===== config.mk =====
export PLATFORM = sky130hd
export DESIGN_NAME = pixel_outline_3x3
export DESIGN_NICKNAME = d
export VERILOG_FILES = /design/src/design/pxo_pkg.sv /design/src/design/pxo_cell.sv /design/src/design/pxo_outq.sv /design/src/design/pixel_outline_3x3.sv
export SDC_FILE = /design/constraint.sdc
export NUM_CORES = 1
export LEC_CHECK = 0
export BUFFER_PORTS_ARGS = -buffer_cell sky130_fd_sc_hd__buf_2
export CORE_ASPECT_RATIO = 1.75
export CORE_MARGIN = 3
export CORE_UTILIZATION = 60
export CTS_CLUSTER_SIZE = 12
export DETAILED_ROUTE_END_ITERATION = 8
export GPL_TIMING_DRIVEN = 0
export PLACE_DENSITY_LB_ADDON = 0.12
export REMOVE_ABC_BUFFERS = 1
export SLEW_MARGIN = 20
export SYNTH_ARGS = -nofsm -noshare
export SYNTH_HDL_FRONTEND = slang
export SYNTH_HIERARCHICAL = 1
export SYNTH_SLANG_ARGS = --single-unit

===== constraint.sdc =====
create_clock -name clk_i -period 4.1 [get_ports clk_i]
set_input_delay 0.615 -clock clk_i [delete_from_list [all_inputs] [get_ports clk_i]]
set_output_delay 0.615 -clock clk_i [all_outputs]
set_load 0.05 [all_outputs]

===== src/design/pxo_pkg.sv =====
// Shared types, constants and helpers for the 3x3 pixel outline block.
package pxo_pkg;

  localparam int unsigned PIX_W     = 8;
  localparam int unsigned CFG_IDX_W = 2;
  localparam int unsigned OUTQ_DEPTH = 4;
  localparam int unsigned OUTQ_PTR_W = $clog2(OUTQ_DEPTH);
  localparam int unsigned OUTQ_CNT_W = $clog2(OUTQ_DEPTH + 1);

  localparam logic [PIX_W-1:0] FG_RESET = 8'd192;
  localparam logic [PIX_W-1:0] OL_RESET = 8'd213;
  localparam logic [PIX_W-1:0] BG_RESET = 8'd255;

  typedef enum logic [CFG_IDX_W-1:0] {
    REG_FOREGROUND = 2'd0,
    REG_OUTLINE    = 2'd1,
    REG_BACKGROUND = 2'd2,
    REG_UNUSED     = 2'd3
  } cfg_reg_e;

  typedef struct packed {
    logic [PIX_W-1:0] above;
    logic [PIX_W-1:0] centre;
    logic [PIX_W-1:0] below;
  } pxo_col_t;

  // what a window cell exposes to the decision logic
  typedef struct packed {
    pxo_col_t col;
    logic     fg_any;
    logic     fg_edge;
  } pxo_tap_t;

  typedef struct packed {
    logic [PIX_W-1:0] pixel;
    logic             outlined;
    logic             row_end;
  } pxo_result_t;

  function automatic logic col_has_fg(pxo_col_t col, logic [PIX_W-1:0] fg);
    return (col.above == fg) || (col.centre == fg) || (col.below == fg);
  endfunction

endpackage


===== src/design/pxo_cell.sv =====
// Window cell: holds one pixel column and flags foreground matches in it.
module pxo_cell import pxo_pkg::*; (
  input  logic             clk_i,
  input  logic             rst_ni,
  input  logic             load_i,
  input  pxo_col_t         col_i,
  input  logic [PIX_W-1:0] fg_i,
  output pxo_tap_t         tap_o
);

  pxo_col_t col_q;
  pxo_col_t col_d;

  assign col_d = load_i ? col_i : col_q;

  always_ff @(posedge clk_i or negedge rst_ni) begin
    if (!rst_ni) begin
      col_q <= '0;
    end else begin
      col_q <= col_d;
    end
  end

  assign tap_o.col     = col_q;
  assign tap_o.fg_any  = col_has_fg(col_q, fg_i);
  assign tap_o.fg_edge = (col_q.above == fg_i) || (col_q.below == fg_i);

endmodule


===== src/design/pxo_outq.sv =====
// Result queue: takes up to two result beats per cycle, hands out one while ready_i is high.
module pxo_outq import pxo_pkg::*; (
  input  logic        clk_i,
  input  logic        rst_ni,
  input  logic [1:0]  push_cnt_i,
  input  pxo_result_t push_a_i,
  input  pxo_result_t push_b_i,
  output logic        space2_o,
  output logic        valid_o,
  input  logic        ready_i,
  output pxo_result_t data_o
);

  pxo_result_t               mem_q [OUTQ_DEPTH];
  logic [OUTQ_PTR_W-1:0]     wr_ptr_q, wr_ptr_d;
  logic [OUTQ_PTR_W-1:0]     rd_ptr_q, rd_ptr_d;
  logic [OUTQ_CNT_W-1:0]     cnt_q, cnt_d;
  logic [OUTQ_PTR_W-1:0]     wr_ptr_b;
  logic                      pop;

  assign pop      = valid_o && ready_i;
  assign wr_ptr_b = wr_ptr_q + OUTQ_PTR_W'(1);
  assign wr_ptr_d = wr_ptr_q + OUTQ_PTR_W'(push_cnt_i);
  assign rd_ptr_d = rd_ptr_q + OUTQ_PTR_W'(pop);
  assign cnt_d    = cnt_q + OUTQ_CNT_W'(push_cnt_i) - OUTQ_CNT_W'(pop);

  always_ff @(posedge clk_i or negedge rst_ni) begin
    if (!rst_ni) begin
      wr_ptr_q <= '0;
      rd_ptr_q <= '0;
      cnt_q    <= '0;
    end else begin
      wr_ptr_q <= wr_ptr_d;
      rd_ptr_q <= rd_ptr_d;
      cnt_q    <= cnt_d;
    end
  end

  always_ff @(posedge clk_i) begin
    if (push_cnt_i != 2'd0) begin
      mem_q[wr_ptr_q] <= push_a_i;
    end
    if (push_cnt_i == 2'd2) begin
      mem_q[wr_ptr_b] <= push_b_i;
    end
  end

  assign space2_o = cnt_q <= OUTQ_CNT_W'(OUTQ_DEPTH - 2);
  assign valid_o  = cnt_q != '0;
  assign data_o   = mem_q[rd_ptr_q];

endmodule


===== src/design/pixel_outline_3x3.sv =====
// Top level of the streaming 3x3 pixel outline block.
//
//  channel | valid       | ready       | payload
//  --------+-------------+-------------+-----------------------------------------
//  in      | in_valid_i  | in_ready_o  | pixel_above/centre/below_i, row_first/last_i
//  out     | out_valid_o | out_ready_i | pixel_out_o, outlined_o, row_end_o
//  cfg     | cfg_valid_i | cfg_ready_o | cfg_index_i, cfg_data_i
//
// One column beat per cycle while in_ready_o is high; a column with the row_last
// flag yields two result beats when the window already holds a column, so the
// output can fall behind the input. Results pass through a four-entry queue;
// input is taken while the queue has room for two beats. Reset clears the
// window, the column count and the queue, and loads the default colours.
// Config writes are always accepted, as cfg_ready_o is tied high.
module pixel_outline_3x3 import pxo_pkg::*; (
  input  logic                 clk_i,
  input  logic                 rst_ni,
  input  logic                 in_valid_i,
  output logic                 in_ready_o,
  input  logic [PIX_W-1:0]     pixel_above_i,
  input  logic [PIX_W-1:0]     pixel_centre_i,
  input  logic [PIX_W-1:0]     pixel_below_i,
  input  logic                 row_first_i,
  input  logic                 row_last_i,
  output logic                 out_valid_o,
  input  logic                 out_ready_i,
  output logic [PIX_W-1:0]     pixel_out_o,
  output logic                 outlined_o,
  output logic                 row_end_o,
  input  logic                 cfg_valid_i,
  output logic                 cfg_ready_o,
  input  logic [CFG_IDX_W-1:0] cfg_index_i,
  input  logic [PIX_W-1:0]     cfg_data_i
);

  logic [PIX_W-1:0] fg_q, ol_q, bg_q;
  logic [1:0]       seen_q, seen_d;
  logic [1:0]       n;
  logic             accept;
  pxo_col_t         col_in;
  pxo_tap_t         tap_mid, tap_left;
  logic             hit;
  pxo_result_t      res0, res1, push_a, push_b;
  logic             res0_v;
  logic [1:0]       push_cnt;
  logic             space2;
  pxo_result_t      out_data;

  assign cfg_ready_o = 1'b1;

  always_ff @(posedge clk_i or negedge rst_ni) begin
    if (!rst_ni) begin
      fg_q <= FG_RESET;
      ol_q <= OL_RESET;
      bg_q <= BG_RESET;
    end else if (cfg_valid_i) begin
      case (cfg_reg_e'(cfg_index_i))
        REG_FOREGROUND: fg_q <= cfg_data_i;
        REG_OUTLINE:    ol_q <= cfg_data_i;
        REG_BACKGROUND: bg_q <= cfg_data_i;
        default: ;
      endcase
    end
  end

  assign in_ready_o = space2;
  assign accept     = in_valid_i && space2;

  assign col_in.above  = pixel_above_i;
  assign col_in.centre = pixel_centre_i;
  assign col_in.below  = pixel_below_i;

  assign n = row_first_i ? 2'd0 : ((seen_q == 2'd3) ? 2'd2 : seen_q);

  always_comb begin
    if (row_last_i) begin
      seen_d = 2'd0;
    end else begin
      seen_d = (n == 2'd2) ? 2'd2 : n + 2'd1;
    end
  end

  always_ff @(posedge clk_i or negedge rst_ni) begin
    if (!rst_ni) begin
      seen_q <= '0;
    end else if (accept) begin
      seen_q <= seen_d;
    end
  end

  // middle cell takes the new column, left cell takes the middle one
  pxo_cell u_mid (
    .clk_i  (clk_i),
    .rst_ni (rst_ni),
    .load_i (accept),
    .col_i  (col_in),
    .fg_i   (fg_q),
    .tap_o  (tap_mid)
  );

  pxo_cell u_left (
    .clk_i  (clk_i),
    .rst_ni (rst_ni),
    .load_i (accept && (n != 2'd0)),
    .col_i  (tap_mid.col),
    .fg_i   (fg_q),
    .tap_o  (tap_left)
  );

  assign hit = tap_left.fg_any || tap_mid.fg_edge || col_has_fg(col_in, fg_q);

  always_comb begin
    res0.row_end = 1'b0;
    if ((n == 2'd2) && (tap_mid.col.centre == bg_q) && hit) begin
      res0.pixel    = ol_q;
      res0.outlined = 1'b1;
    end else begin
      res0.pixel    = tap_mid.col.centre;
      res0.outlined = 1'b0;
    end
  end

  assign res1.pixel    = pixel_centre_i;
  assign res1.outlined = 1'b0;
  assign res1.row_end  = 1'b1;

  assign res0_v = n != 2'd0;

  always_comb begin
    push_cnt = 2'd0;
    push_a   = res0;
    push_b   = res1;
    if (accept) begin
      push_cnt = {1'b0, res0_v} + {1'b0, row_last_i};
      if (!res0_v) begin
        push_a = res1;
      end
    end
  end

  pxo_outq u_outq (
    .clk_i      (clk_i),
    .rst_ni     (rst_ni),
    .push_cnt_i (push_cnt),
    .push_a_i   (push_a),
    .push_b_i   (push_b),
    .space2_o   (space2),
    .valid_o    (out_valid_o),
    .ready_i    (out_ready_i),
    .data_o     (out_data)
  );

  assign pixel_out_o = out_data.pixel;
  assign outlined_o  = out_data.outlined;
  assign row_end_o   = out_data.row_end;

endmodule


==> reports/qor.csv <==
metric,value,unit
cp_slowest_stage_delay,870,ps
cts_post_setup_buffers_inserted,0,
fp.dieArea,12250,um2
fin_area,7550,um2
critical_path.startpoint,seen_q[1],
dr_total_vias,3863,
path_clk_slew,50,ps
design.core.area,10480,um2
detail_route.drc_violations,0,
avgRoutedWirePerCell,20.17,um
gp_congestion,0.8682,
post-route-period-util,89.32,%
dpl_cell_area,6947,um2
critical_path_class,reg -> reg,
worstPathMaxFanout,11,
slowest_stage,sky130_fd_sc_hd__nand4b_1,
timing.critical_path.from_type,flip-flop,
grt_usage,23.06,%
via_count_of_the_first_global_routing_pass,4137,
postRouteAntennaNets,0,
drv_slew,0,
worst-endpoint-arrival,3770,ps
top_level_ports,54,
dr.pass1.iters,6,
critical-path-top-cell-by-count,sky130_fd_sc_hd__ha_1,
synth_cells,458,
cts_max_path_bufs,2,
cellPowerDensity,760.7,nW/um2
min-delay-path-class,in -> async,
chipWidth,84.96,um
grt_start_max_net_pins,61,
rsz0062_at_grt,no,
initial_utilization,62.44,%
layout.cells.most_common,sky130_fd_sc_hd__mux2_2,
cts_max_level,4,
achievable-frequency,273.1,MHz
post_cts_resize_count,0,
run_status,finished clean,
fin_skew,7.884,ps
master_cell_of_the_clock_root_buffer,sky130_fd_sc_hd__clkbuf_16,
crit_path_end_kind,flip-flop,
grt-ovfl-total,0,
yosys_warnings,6,
worst_ep_required,4210,ps
final_layout_size_suffix_gt1_share,45.34,%
vdd.ir_drop.worst,0.4347,mV
insertion_delay,410,ps
detail_route.vias_per_cell,5.827,
grt_pass1_wl,21310,um
cts_sinks,121,
place.detailed.hpwl,9727,um
hold_violations,0,
clock_tree_from_tritoncts,built,
areaGrowthSynthToFinish,15.33,%
tightest_slew_margin_relative_to_the_limit,25.74,%
synthesis.area,6546,um2
crit-reg2reg-launch,seen_q[1],
path_cells,or3b_2 -> ha_1 -> inv_1 -> ha_1 -> and3_1 -> nand4b_1 -> o311ai_2 -> buf_4,
holdBufCountCts,0,
drt_wl_total,13370,um
die_height,144.2,um
drv.max_cap_violation_count,0,
num_rows,49,
drt_iter0_markers,175,
worst_r2r_path_depth,8,
finish.utilization,72.01,%
max_slew.worst_pin.slew,1113,ps
finalWorstPathRequiredPeriod,3662,ps
layout.cells.most_common_list,"sky130_fd_sc_hd__mux2_2 (74), sky130_fd_sc_hd__dfrtp_1 (66), sky130_fd_sc_hd__buf_2 (51)",
n_antenna_cell,0,
total_leakage_power,3.061,nW
setup_viol,0,
initial_antenna_violation_count,0,
p_total,0.005743,W
post_synth.cell_area_avg,14.29,um2
port_buffers,52,
fin_nets,572,
cts_made_buffers,17,
-- per-layer routing --
metal | GRT usage (%) | part of all wire [%]
met1 | 22.90 | 36
met3 | 4.162 | 2.8
met5 | 0 | 0
met4 | 10.34 | 2.8
met2 | 45.37 | 58
-- worst max-delay path: cells and delay by family (launching register included) --
kind                       cells  cell delay, ps
adders and majority gates      2             490
DFF                            1             400
buffers and inverters          2             330
and+or+nand+nor                3            1640
AOI/OAI and AO/OA              1             490
-- final timing paths --
path,to,slack (ps)
setup / recovery,u_outq/mem_q[0][3],440
hold / removal,u_mid/tap_o[3],100
setup reg to reg,u_outq/mem_q[0][3],440
hold reg to reg,ol_q[5],520
max in group asynchronous,fg_q[7],3360
min in group clk_i,u_mid/tap_o[6],460
-- through the flow --
stage | hold WS, ps | instances | TNS (ps) | setup slack (ps)
6_report | 98.94 | 663 | 0 | 437.9
5_1_grt | 104.4 | 663 | 0 | 332.1
4_1_cts | 94.53 | 663 | 0 | 443.8
3_5_place_dp | 506.9 | 631 | 0 | 176.9
3_3_place_gp | 456.3 | 628 | -5791 | -578.6
2_1_floorplan | 319.4 | 449 | 0 | 515.0
-- state kept, by name, summed over array words and instances, names as in the netlist --
| register | count |
|---|---|
| bg_q | 8 |
| u_left/tap_o | 24 |
| u_outq/mem_q | 40 |
| u_mid/tap_o | 24 |
| u_outq/rd_ptr_q | 2 |
| ol_q | 8 |
| fg_q | 8 |
| seen_q | 2 |
| u_outq/cnt_q | 3 |
| u_outq/wr_ptr_q | 2 |
-- where the power goes --
part,total (W),switching [W],internal [W]
Clock,0.00150,0.000507,0.000994
Combinational,0.00209,0.00101,0.00108
Sequential,0.00215,0.000425,0.00173
Total,0.00574,0.00194,0.00380
-- cell type report --
cell class              instances  area [um2]
flip-flops and latches        121        3247
multi-input cells             319        3202
fillers                       697        2934
clock buffers                  25       518.0
repair buffers                 55       305.3
well taps                     127       158.9
clock inverters                 7       85.08
inverters                       9       33.78
No activity file was read; power rests on OpenSTA's default activity.
